`src/rtl/core/tpid_pkg.sv`:
```
// tpid_pkg: shared types, register indexes and reset values for the
// threshold pulse interval detector core; no dependencies

package tpid_pkg;

	localparam int CHANNELS_DEF    = 3;
	localparam int SAMPLE_BITS_DEF = 12;
	localparam int THR_W           = 12;
	localparam int TIME_W          = 32;
	localparam int CLASS_W         = 2;
	localparam int APB_AW          = 5;
	localparam int APB_DW          = 32;

	typedef enum logic [2:0] {
		REG_START_THR   = 3'd0,
		REG_CLASS_TWO   = 3'd1,
		REG_CLASS_THREE = 3'd2,
		REG_MAX_DUR     = 3'd3,
		REG_GAP_LIMIT   = 3'd4
	} reg_idx_t;

	localparam logic [THR_W-1:0]  START_THR_RST   = 12'd1000;
	localparam logic [THR_W-1:0]  CLASS_TWO_RST   = 12'd2000;
	localparam logic [THR_W-1:0]  CLASS_THREE_RST = 12'd3000;
	localparam logic [TIME_W-1:0] MAX_DUR_RST     = 32'd1000000;
	localparam logic [TIME_W-1:0] GAP_LIMIT_RST   = 32'd100;

	localparam logic [CLASS_W-1:0] CLASS_LOW  = 2'd1;
	localparam logic [CLASS_W-1:0] CLASS_MID  = 2'd2;
	localparam logic [CLASS_W-1:0] CLASS_HIGH = 2'd3;

	typedef struct packed {
		logic [THR_W-1:0]  start_thr;
		logic [THR_W-1:0]  class_two_thr;
		logic [THR_W-1:0]  class_three_thr;
		logic [TIME_W-1:0] max_dur;
		logic [TIME_W-1:0] gap_limit;
	} tpid_cfg_t;

endpackage

```
`src/rtl/core/tpid_cfg_regs.sv`:
```
// tpid_cfg_regs: apb register file holding thresholds and time limits
// depends on tpid_pkg

module tpid_cfg_regs (
	input  logic                        clk,
	input  logic                        arst_n,
	input  logic                        psel,
	input  logic                        penable,
	input  logic                        pwrite,
	input  logic [tpid_pkg::APB_AW-1:0] paddr,
	input  logic [tpid_pkg::APB_DW-1:0] pwdata,
	output logic [tpid_pkg::APB_DW-1:0] prdata,
	output logic                        pready,
	output tpid_pkg::tpid_cfg_t         cfg
);

	tpid_pkg::tpid_cfg_t cfg_q;
	logic                wr_en;
	logic [2:0]          reg_sel;

	assign pready  = 1'b1;
	assign wr_en   = psel & penable & pwrite;
	assign reg_sel = paddr[4:2];
	assign cfg     = cfg_q;

	always_ff @(posedge clk or negedge arst_n) begin
		if (!arst_n) begin
			cfg_q.start_thr       <= tpid_pkg::START_THR_RST;
			cfg_q.class_two_thr   <= tpid_pkg::CLASS_TWO_RST;
			cfg_q.class_three_thr <= tpid_pkg::CLASS_THREE_RST;
			cfg_q.max_dur         <= tpid_pkg::MAX_DUR_RST;
			cfg_q.gap_limit       <= tpid_pkg::GAP_LIMIT_RST;
		end else if (wr_en) begin
			unique case (reg_sel)
				tpid_pkg::REG_START_THR: begin
					cfg_q.start_thr <= pwdata[tpid_pkg::THR_W-1:0];
				end
				tpid_pkg::REG_CLASS_TWO: begin
					cfg_q.class_two_thr <= pwdata[tpid_pkg::THR_W-1:0];
				end
				tpid_pkg::REG_CLASS_THREE: begin
					cfg_q.class_three_thr <= pwdata[tpid_pkg::THR_W-1:0];
				end
				tpid_pkg::REG_MAX_DUR: begin
					cfg_q.max_dur <= pwdata[tpid_pkg::TIME_W-1:0];
				end
				tpid_pkg::REG_GAP_LIMIT: begin
					cfg_q.gap_limit <= pwdata[tpid_pkg::TIME_W-1:0];
				end
				default: begin
				end
			endcase
		end
	end

	always_comb begin
		unique case (reg_sel)
			tpid_pkg::REG_START_THR:   prdata = tpid_pkg::APB_DW'(cfg_q.start_thr);
			tpid_pkg::REG_CLASS_TWO:   prdata = tpid_pkg::APB_DW'(cfg_q.class_two_thr);
			tpid_pkg::REG_CLASS_THREE: prdata = tpid_pkg::APB_DW'(cfg_q.class_three_thr);
			tpid_pkg::REG_MAX_DUR:     prdata = tpid_pkg::APB_DW'(cfg_q.max_dur);
			tpid_pkg::REG_GAP_LIMIT:   prdata = tpid_pkg::APB_DW'(cfg_q.gap_limit);
			default:                   prdata = '0;
		endcase
	end

endmodule

```
`src/rtl/core/tpid_detect.sv`:
```
// tpid_detect: per-channel interval state and a combinational update that
// closes, splits or opens intervals; depends on tpid_pkg

module tpid_detect #(
	parameter int CHANNELS    = tpid_pkg::CHANNELS_DEF,
	parameter int SAMPLE_BITS = tpid_pkg::SAMPLE_BITS_DEF,
	parameter int CH_W        = $clog2(CHANNELS + 1)
) (
	input  logic                           clk,
	input  logic                           arst_n,
	input  tpid_pkg::tpid_cfg_t            cfg,
	input  logic                           take,
	input  logic [CH_W-1:0]                channel,
	input  logic [SAMPLE_BITS-1:0]         sample,
	input  logic [tpid_pkg::TIME_W-1:0]    time_us,
	output logic                           res_valid,
	output logic [CH_W-1:0]                res_channel_number,
	output logic [tpid_pkg::CLASS_W-1:0]   res_level_class,
	output logic [tpid_pkg::TIME_W-1:0]    res_first_us,
	output logic [tpid_pkg::TIME_W-1:0]    res_duration_us,
	output logic [SAMPLE_BITS-1:0]         res_peak
);

	localparam int IDX_W = (CHANNELS > 1) ? $clog2(CHANNELS) : 1;
	localparam int CMP_W = (SAMPLE_BITS > tpid_pkg::THR_W) ? SAMPLE_BITS : tpid_pkg::THR_W;
	localparam int TW    = tpid_pkg::TIME_W;

	logic                   in_iv_q  [CHANNELS];
	logic                   seen_q   [CHANNELS];
	logic [TW-1:0]          start_q  [CHANNELS];
	logic [SAMPLE_BITS-1:0] peak_q   [CHANNELS];
	logic [TW-1:0]          last_q   [CHANNELS];

	logic                   ch_ok;
	logic [IDX_W-1:0]       idx;
	logic [TW-1:0]          gap;
	logic                   gap_clear;
	logic                   eff_in;
	logic                   above;
	logic [SAMPLE_BITS-1:0] pk_max;
	logic [TW-1:0]          diff;
	logic                   split;
	logic                   close_iv;
	logic [TW-1:0]          end_us;
	logic [SAMPLE_BITS-1:0] emit_pk;
	logic                   nxt_in;
	logic [TW-1:0]          nxt_start;
	logic [SAMPLE_BITS-1:0] nxt_peak;
	logic                   upd;

	assign ch_ok = channel < CH_W'(CHANNELS);
	assign idx   = channel[IDX_W-1:0];
	assign upd   = take & ch_ok;

	assign gap       = time_us - last_q[idx] - TW'(1);
	assign gap_clear = seen_q[idx] & (gap > cfg.gap_limit);
	assign eff_in    = in_iv_q[idx] & ~gap_clear;

	assign above  = CMP_W'(sample) > CMP_W'(cfg.start_thr);
	assign pk_max = (sample > peak_q[idx]) ? sample : peak_q[idx];
	assign diff   = time_us - start_q[idx];

	assign split    = above & eff_in & (diff >= cfg.max_dur);
	assign close_iv = ~above & eff_in;
	assign end_us   = split ? time_us : (time_us - TW'(1));
	assign emit_pk  = split ? pk_max : peak_q[idx];

	always_comb begin
		nxt_in    = eff_in;
		nxt_start = start_q[idx];
		nxt_peak  = peak_q[idx];
		if (above) begin
			nxt_in = 1'b1;
			if (!eff_in) begin
				nxt_start = time_us;
				nxt_peak  = sample;
			end else if (split) begin
				nxt_start = time_us + TW'(1);
				nxt_peak  = sample;
			end else begin
				nxt_peak = pk_max;
			end
		end else begin
			nxt_in = 1'b0;
		end
	end

	assign res_valid          = upd & (split | close_iv) & (end_us >= start_q[idx]);
	assign res_channel_number = channel + CH_W'(1);
	assign res_first_us       = start_q[idx];
	assign res_duration_us    = diff + TW'(split);
	assign res_peak           = emit_pk;

	always_comb begin
		priority if (CMP_W'(emit_pk) < CMP_W'(cfg.class_two_thr)) begin
			res_level_class = tpid_pkg::CLASS_LOW;
		end else if (CMP_W'(emit_pk) < CMP_W'(cfg.class_three_thr)) begin
			res_level_class = tpid_pkg::CLASS_MID;
		end else begin
			res_level_class = tpid_pkg::CLASS_HIGH;
		end
	end

	for (genvar c = 0; c < CHANNELS; c++) begin : g_chan
		logic wr;
		assign wr = upd & (idx == IDX_W'(c));

		always_ff @(posedge clk or negedge arst_n) begin
			if (!arst_n) begin
				in_iv_q[c] <= 1'b0;
				seen_q[c]  <= 1'b0;
			end else if (wr) begin
				in_iv_q[c] <= nxt_in;
				seen_q[c]  <= 1'b1;
			end
		end

		always_ff @(posedge clk) begin
			if (wr) begin
				start_q[c] <= nxt_start;
				peak_q[c]  <= nxt_peak;
				last_q[c]  <= time_us;
			end
		end
	end

endmodule

```
`src/rtl/core/threshold_pulse_interval_detector_core.sv`:
```
// threshold_pulse_interval_detector_core: top level with input register,
// result register and handshake; uses tpid_pkg, tpid_cfg_regs, tpid_detect
//
//   group   dir  fields (tdata, low bit first)
//   s_axis  in   channel, sample, time_us
//   m_axis  out  channel_number, level_class, first_us, duration_us, peak
//   apb     cfg  start_threshold, class_two_threshold, class_three_threshold,
//                split_length_us, gap_limit_us at byte addresses 0..16
//
// one word per cycle sustained while m_axis is not stalled; a word lands in
// the input register, is evaluated there against its channel's state and,
// if it closes or splits an interval, gives a result that is registered and
// shown on m_axis; channel state is flip-flops updated when the word is
// taken, so words of the same channel may follow each other directly
// a stalled m_axis holds its word and the input register; reset clears each
// channel's interval and seen flags and loads the register defaults

module threshold_pulse_interval_detector_core #(
	parameter int CHANNELS    = tpid_pkg::CHANNELS_DEF,
	parameter int SAMPLE_BITS = tpid_pkg::SAMPLE_BITS_DEF,
	parameter int CH_W        = $clog2(CHANNELS + 1),
	parameter int IN_W        = ((CH_W + SAMPLE_BITS + tpid_pkg::TIME_W + 7) / 8) * 8,
	parameter int OUT_W       = ((CH_W + tpid_pkg::CLASS_W + 2 * tpid_pkg::TIME_W
	                              + SAMPLE_BITS + 7) / 8) * 8
) (
	input  logic                        clk,
	input  logic                        arst_n,
	input  logic                        s_tvalid,
	output logic                        s_tready,
	input  logic [IN_W-1:0]             s_tdata,   // channel, sample, time_us
	output logic                        m_tvalid,
	input  logic                        m_tready,
	output logic [OUT_W-1:0]            m_tdata,   // channel_number, level_class,
	                                               // first_us, duration_us, peak
	input  logic                        psel,
	input  logic                        penable,
	input  logic                        pwrite,
	input  logic [tpid_pkg::APB_AW-1:0] paddr,
	input  logic [tpid_pkg::APB_DW-1:0] pwdata,
	output logic [tpid_pkg::APB_DW-1:0] prdata,
	output logic                        pready
);

	localparam int TW = tpid_pkg::TIME_W;

	tpid_pkg::tpid_cfg_t cfg;

	logic                          valid_s1;
	logic [CH_W-1:0]               channel_s1;
	logic [SAMPLE_BITS-1:0]        sample_s1;
	logic [TW-1:0]                 time_s1;
	logic                          out_free;
	logic                          take;

	logic                          res_valid;
	logic [CH_W-1:0]               res_channel_number;
	logic [tpid_pkg::CLASS_W-1:0]  res_level_class;
	logic [TW-1:0]                 res_first_us;
	logic [TW-1:0]                 res_duration_us;
	logic [SAMPLE_BITS-1:0]        res_peak;

	logic                          out_valid_q;
	logic [CH_W-1:0]               out_channel_number_q;
	logic [tpid_pkg::CLASS_W-1:0]  out_level_class_q;
	logic [TW-1:0]                 out_first_us_q;
	logic [TW-1:0]                 out_duration_us_q;
	logic [SAMPLE_BITS-1:0]        out_peak_q;

	tpid_cfg_regs u_cfg (
		.clk     (clk),
		.arst_n  (arst_n),
		.psel    (psel),
		.penable (penable),
		.pwrite  (pwrite),
		.paddr   (paddr),
		.pwdata  (pwdata),
		.prdata  (prdata),
		.pready  (pready),
		.cfg     (cfg)
	);

	assign out_free = ~out_valid_q | m_tready;
	assign take     = valid_s1 & out_free;
	assign s_tready = ~valid_s1 | out_free;

	always_ff @(posedge clk or negedge arst_n) begin
		if (!arst_n) begin
			valid_s1 <= 1'b0;
		end else if (s_tready) begin
			valid_s1 <= s_tvalid;
		end
	end

	always_ff @(posedge clk) begin
		if (s_tvalid && s_tready) begin
			channel_s1 <= s_tdata[CH_W-1:0];
			sample_s1  <= s_tdata[CH_W+SAMPLE_BITS-1:CH_W];
			time_s1    <= s_tdata[CH_W+SAMPLE_BITS+TW-1:CH_W+SAMPLE_BITS];
		end
	end

	tpid_detect #(
		.CHANNELS    (CHANNELS),
		.SAMPLE_BITS (SAMPLE_BITS),
		.CH_W        (CH_W)
	) u_detect (
		.clk                (clk),
		.arst_n             (arst_n),
		.cfg                (cfg),
		.take               (take),
		.channel            (channel_s1),
		.sample             (sample_s1),
		.time_us            (time_s1),
		.res_valid          (res_valid),
		.res_channel_number (res_channel_number),
		.res_level_class    (res_level_class),
		.res_first_us       (res_first_us),
		.res_duration_us    (res_duration_us),
		.res_peak           (res_peak)
	);

	always_ff @(posedge clk or negedge arst_n) begin
		if (!arst_n) begin
			out_valid_q <= 1'b0;
		end else if (out_free) begin
			out_valid_q <= take & res_valid;
		end
	end

	always_ff @(posedge clk) begin
		if (take && res_valid) begin
			out_channel_number_q <= res_channel_number;
			out_level_class_q    <= res_level_class;
			out_first_us_q       <= res_first_us;
			out_duration_us_q    <= res_duration_us;
			out_peak_q           <= res_peak;
		end
	end

	assign m_tvalid = out_valid_q;
	assign m_tdata  = OUT_W'({out_peak_q, out_duration_us_q, out_first_us_q,
	                          out_level_class_q, out_channel_number_q});

endmodule
```
`config.mk`:
```
export PLATFORM = sky130hd
export DESIGN_NAME = threshold_pulse_interval_detector_core
export DESIGN_NICKNAME = d
export VERILOG_FILES = /design/src/rtl/core/tpid_pkg.sv /design/src/rtl/core/tpid_cfg_regs.sv /design/src/rtl/core/tpid_detect.sv /design/src/rtl/core/threshold_pulse_interval_detector_core.sv
export SDC_FILE = /design/constraint.sdc
export NUM_CORES = 1
export LEC_CHECK = 0
export ABC_CLOCK_PERIOD_IN_PS = 16200
export BUFFER_PORTS_ARGS = -buffer_cell sky130_fd_sc_hd__buf_2
export CAP_MARGIN = 20
export CORE_MARGIN = 2
export CORE_UTILIZATION = 40
export DETAILED_ROUTE_END_ITERATION = 6
export GPL_TIMING_DRIVEN = 1
export SLEW_MARGIN = 20
export SYNTH_ARGS = -nofsm -noshare
export SYNTH_HDL_FRONTEND = slang
export SYNTH_SLANG_ARGS = --single-unit
```
`constraint.sdc`:
```
create_clock -name clk -period 16.2 [get_ports clk]
set_clock_uncertainty 0.2 [all_clocks]
set_input_delay 0 -clock clk [delete_from_list [all_inputs] [get_ports clk]]
set_output_delay 0 -clock clk [all_outputs]
set_load 0.03 [all_outputs]
```
==> reports/metrics.yaml <==
met2_usage: 0.338
worstHoldPathType: "in2reg"
via_count: 19900
fillers: 5780
grt_max_degree: 85
mappedNetlistArea_sq_mm: 0.0262
worst_slew_pin_slew_ns: 1.12
syn_to_final_growth_pct: 19.7
synth_nets: 2713
cts_setup_buffers: 0
layout_min_cycle_time_ns: 12.09
synth_cells: 2406
ys_types: 79
wl_per_cell_microns: 20.2
fmax_ghz: 0.0827
clock_latency_ns: 0.61
grt_use_met1: 0.303
dr.pass1.iters: 5
gp_congestion: 0.928
grt_pass1_wl_microns: 113000
avgSynthCellArea_sq_um: 10.9
drt_wl_total_microns: 73600
cap_violations: 0
cellLeakagePower_nw: 12.8
portBuffers: 201
die_h_microns: 260
drt_iter0_drc: 1521
cts_sinks: 464
nNetsFinal: 3050
busiest_layer: "met2"
finalSetupTns_ns: 0
use_met3: 0.0305
cp.arrival_ns: 12.15
htree_num_levels: 2
drv_slew: 0
p_per_area_mw_per_mm2: 118
max_stage_delay_ns: 0.99
synth_seq_cells: 464
insertedDiodeCount: 0
finalHoldViolations: 0
crit_path_end_kind: "register"
ir_drop_uv: 69.5
crit_slowest_cell: "a221oi_1"
critPathMaxFanout: 47
yosysSeqAreaShare: 0.512
clock_path_buffers: 3
synth_edf_count: 354
cts_made_buffers: 49
dp_hpwl_microns: 53100
yosysWarnings: 0
cts-root-buf: "clkbuf_16"
io_pins: 207
post_drt_via_cell_ratio: 5.48
die-area_sq_mm: 0.0675
yosys_most_used_dff: "edfxtp_1"
path_buf_inv: 3
overflow: 0
rsz0062_at_grt: "no"
required_ns: 16.26
drive_gt1_frac: 0.147
postSynth.asyncResetShare: 0.233
fp-row-count: 93
cts_tree: "done"
start_kind: "register"
period_share: 0.746
antenna_found_initial: 0
clk_pin_slew_ns: 0.06
ant_nets: 0
die_width_microns: 260
setup_viol_count_final: 0
critPathTopFamily: "compound AO/OA/AOI/OAI gates"
start_util: 0.405
status: "finished clean"
grt.total_usage: 0.216
maxSlewHeadroom: 0.250
drc: 0
core_region_area_sq_mm: 0.0646
final_util: 0.485
grt_pass1_vias: 19900
critPathKind: "reg2reg"
-- kinds of logic after synthesis --
logic type | synth area share
simple gates | 0.110
mux | 0.0522
other cells | 0.000143
xor+xnor | 0.0378
flops | 0.512
buf+inv | 0.0391
fa+ha+maj | 0.103
compound gates | 0.145
-- per-layer routing --
metal  share of wire  wire length [microns]
met4           0.033                   2420
met2            0.45                  33200
met1            0.46                  34100
met3           0.053                   3940
met5               0                      0
-- path summary, 6_finish.rpt --
path                       slack, ns  cells past startpoint                 end               start
max                             4.11                     34   out_first_us_q[8]            register
min                             0.03                      4       u_cfg.cfg[83]           pwdata[7]
max reg2reg                     4.11                     34   out_first_us_q[8]            register
min reg2reg                     0.26                      1  u_detect.seen_q[1]  u_detect.seen_q[1]
max in group asynchronous      14.35                      4       u_cfg.cfg[56]              arst_n
min in group asynchronous       0.46                      3       u_cfg.cfg[67]              arst_n
-- flip-flops by register name (all words and copies together), names as in the netlist, 12 cells and up, named ones only --
register and count:
out_peak_q 12, out_first_us_q 32, u_detect.peak_q 36, time_s1 32, sample_s1 12, u_detect.last_q 96, u_detect.start_q 96, out_duration_us_q 32
u_cfg.cfg 100
-- final cells by class --
cell class / count / area (sq um) / share of cell area
inverters: 178 / 668 / 0.0213
flip-flops and latches: 464 / 13400 / 0.429
clock buffers: 65 / 1410 / 0.0451
clock inverters: 24 / 244 / 0.00779
multi-input cells: 1674 / 11800 / 0.376
well taps: 855 / 1070 / 0.0342
repair buffers: 376 / 2720 / 0.0870
-- layout by cell type (no fill, tap or decap), drive strengths merged, types with 14 or more instances in the layout --
master / netlist / final
mux2: 51 / 51
nand4: 45 / 45
nor2: 132 / 132
dlygate4sd3: 0 / 151
o21ai: 186 / 186
dfstp: 29 / 29
nand2b: 24 / 24
dfrtp: 79 / 79
nand3: 38 / 38
ha: 213 / 213
o21a: 16 / 16
o22ai: 29 / 29
nor3: 38 / 38
a22oi: 39 / 39
a21o: 70 / 70
edfxtp: 354 / 354
nor2b: 25 / 25
a21oi: 168 / 168
xnor2: 71 / 71
nand2: 219 / 219
xor2: 42 / 42
inv: 177 / 178
clkinv: 1 / 20
mux2i: 79 / 79
clkbuf: 69 / 65
buf: 21 / 225
nor4: 14 / 14
-- repair_timing --
item,CTS,global route
hold endpoints to repair,231,0
gates resized for setup,0,0
hold buffers,152,0
-- per-stage QoR --
step,setup slack (ns),hold WS [ns],std cells,total power (W),cell area [sq um]
final,4.11,0.0331,3636,0.00369,31300
after global routing,3.36,0.0397,3636,0.00388,31300
after CTS,4.08,0.00474,3636,0.00370,31300
after detailed placement,4.10,-0.161,3395,0.00252,28100
after global placement,4.25,-0.168,3395,0.00248,28100
after floorplan,3.03,-0.496,2406,0.00221,26200
-- where the power goes --
part	internal [W]	switching (W)
sequential	0.00144	0.0000738
combinational	0.000396	0.000634
clock	0.000665	0.000480
-- synth_stat cells (13+ instances only) --
library cell,n,area (sq um)
a21o_1,70,526
a21oi_1,168,841
clkbuf_1,69,259
nand3_1,38,190
nor3_1,37,185
dfrtp_1,79,1980
edfxtp_1,354,10600
nand4_1,45,282
o211ai_1,13,97.6
xor2_1,42,368
nor2_1,132,495
nand2b_1,22,138
xnor2_1,71,622
o21ai_0,186,931
inv_1,177,664
ha_1,213,2670
nand2_1,219,822
o21a_1,16,120
buf_1,14,52.6
mux2i_1,79,791
a31oi_1,13,81.3
mux2_2,51,574
a22oi_1,39,293
dfstp_2,29,762
o22ai_1,29,181
nor2b_1,25,156
-- worst reg2reg max path: cells and delay by family (launching register included) --
| kind | cells | cell delay (ns) |
|---|---|---|
| simple gates | 9 | 2.74 |
| fa+ha+maj | 3 | 1.06 |
| xor+xnor | 2 | 0.31 |
| mux | 1 | 0.30 |
| flops | 1 | 0.74 |
| compound gates | 16 | 4.82 |
| buf+inv | 3 | 1.57 |
No activity file was read; power rests on OpenSTA's default activity.
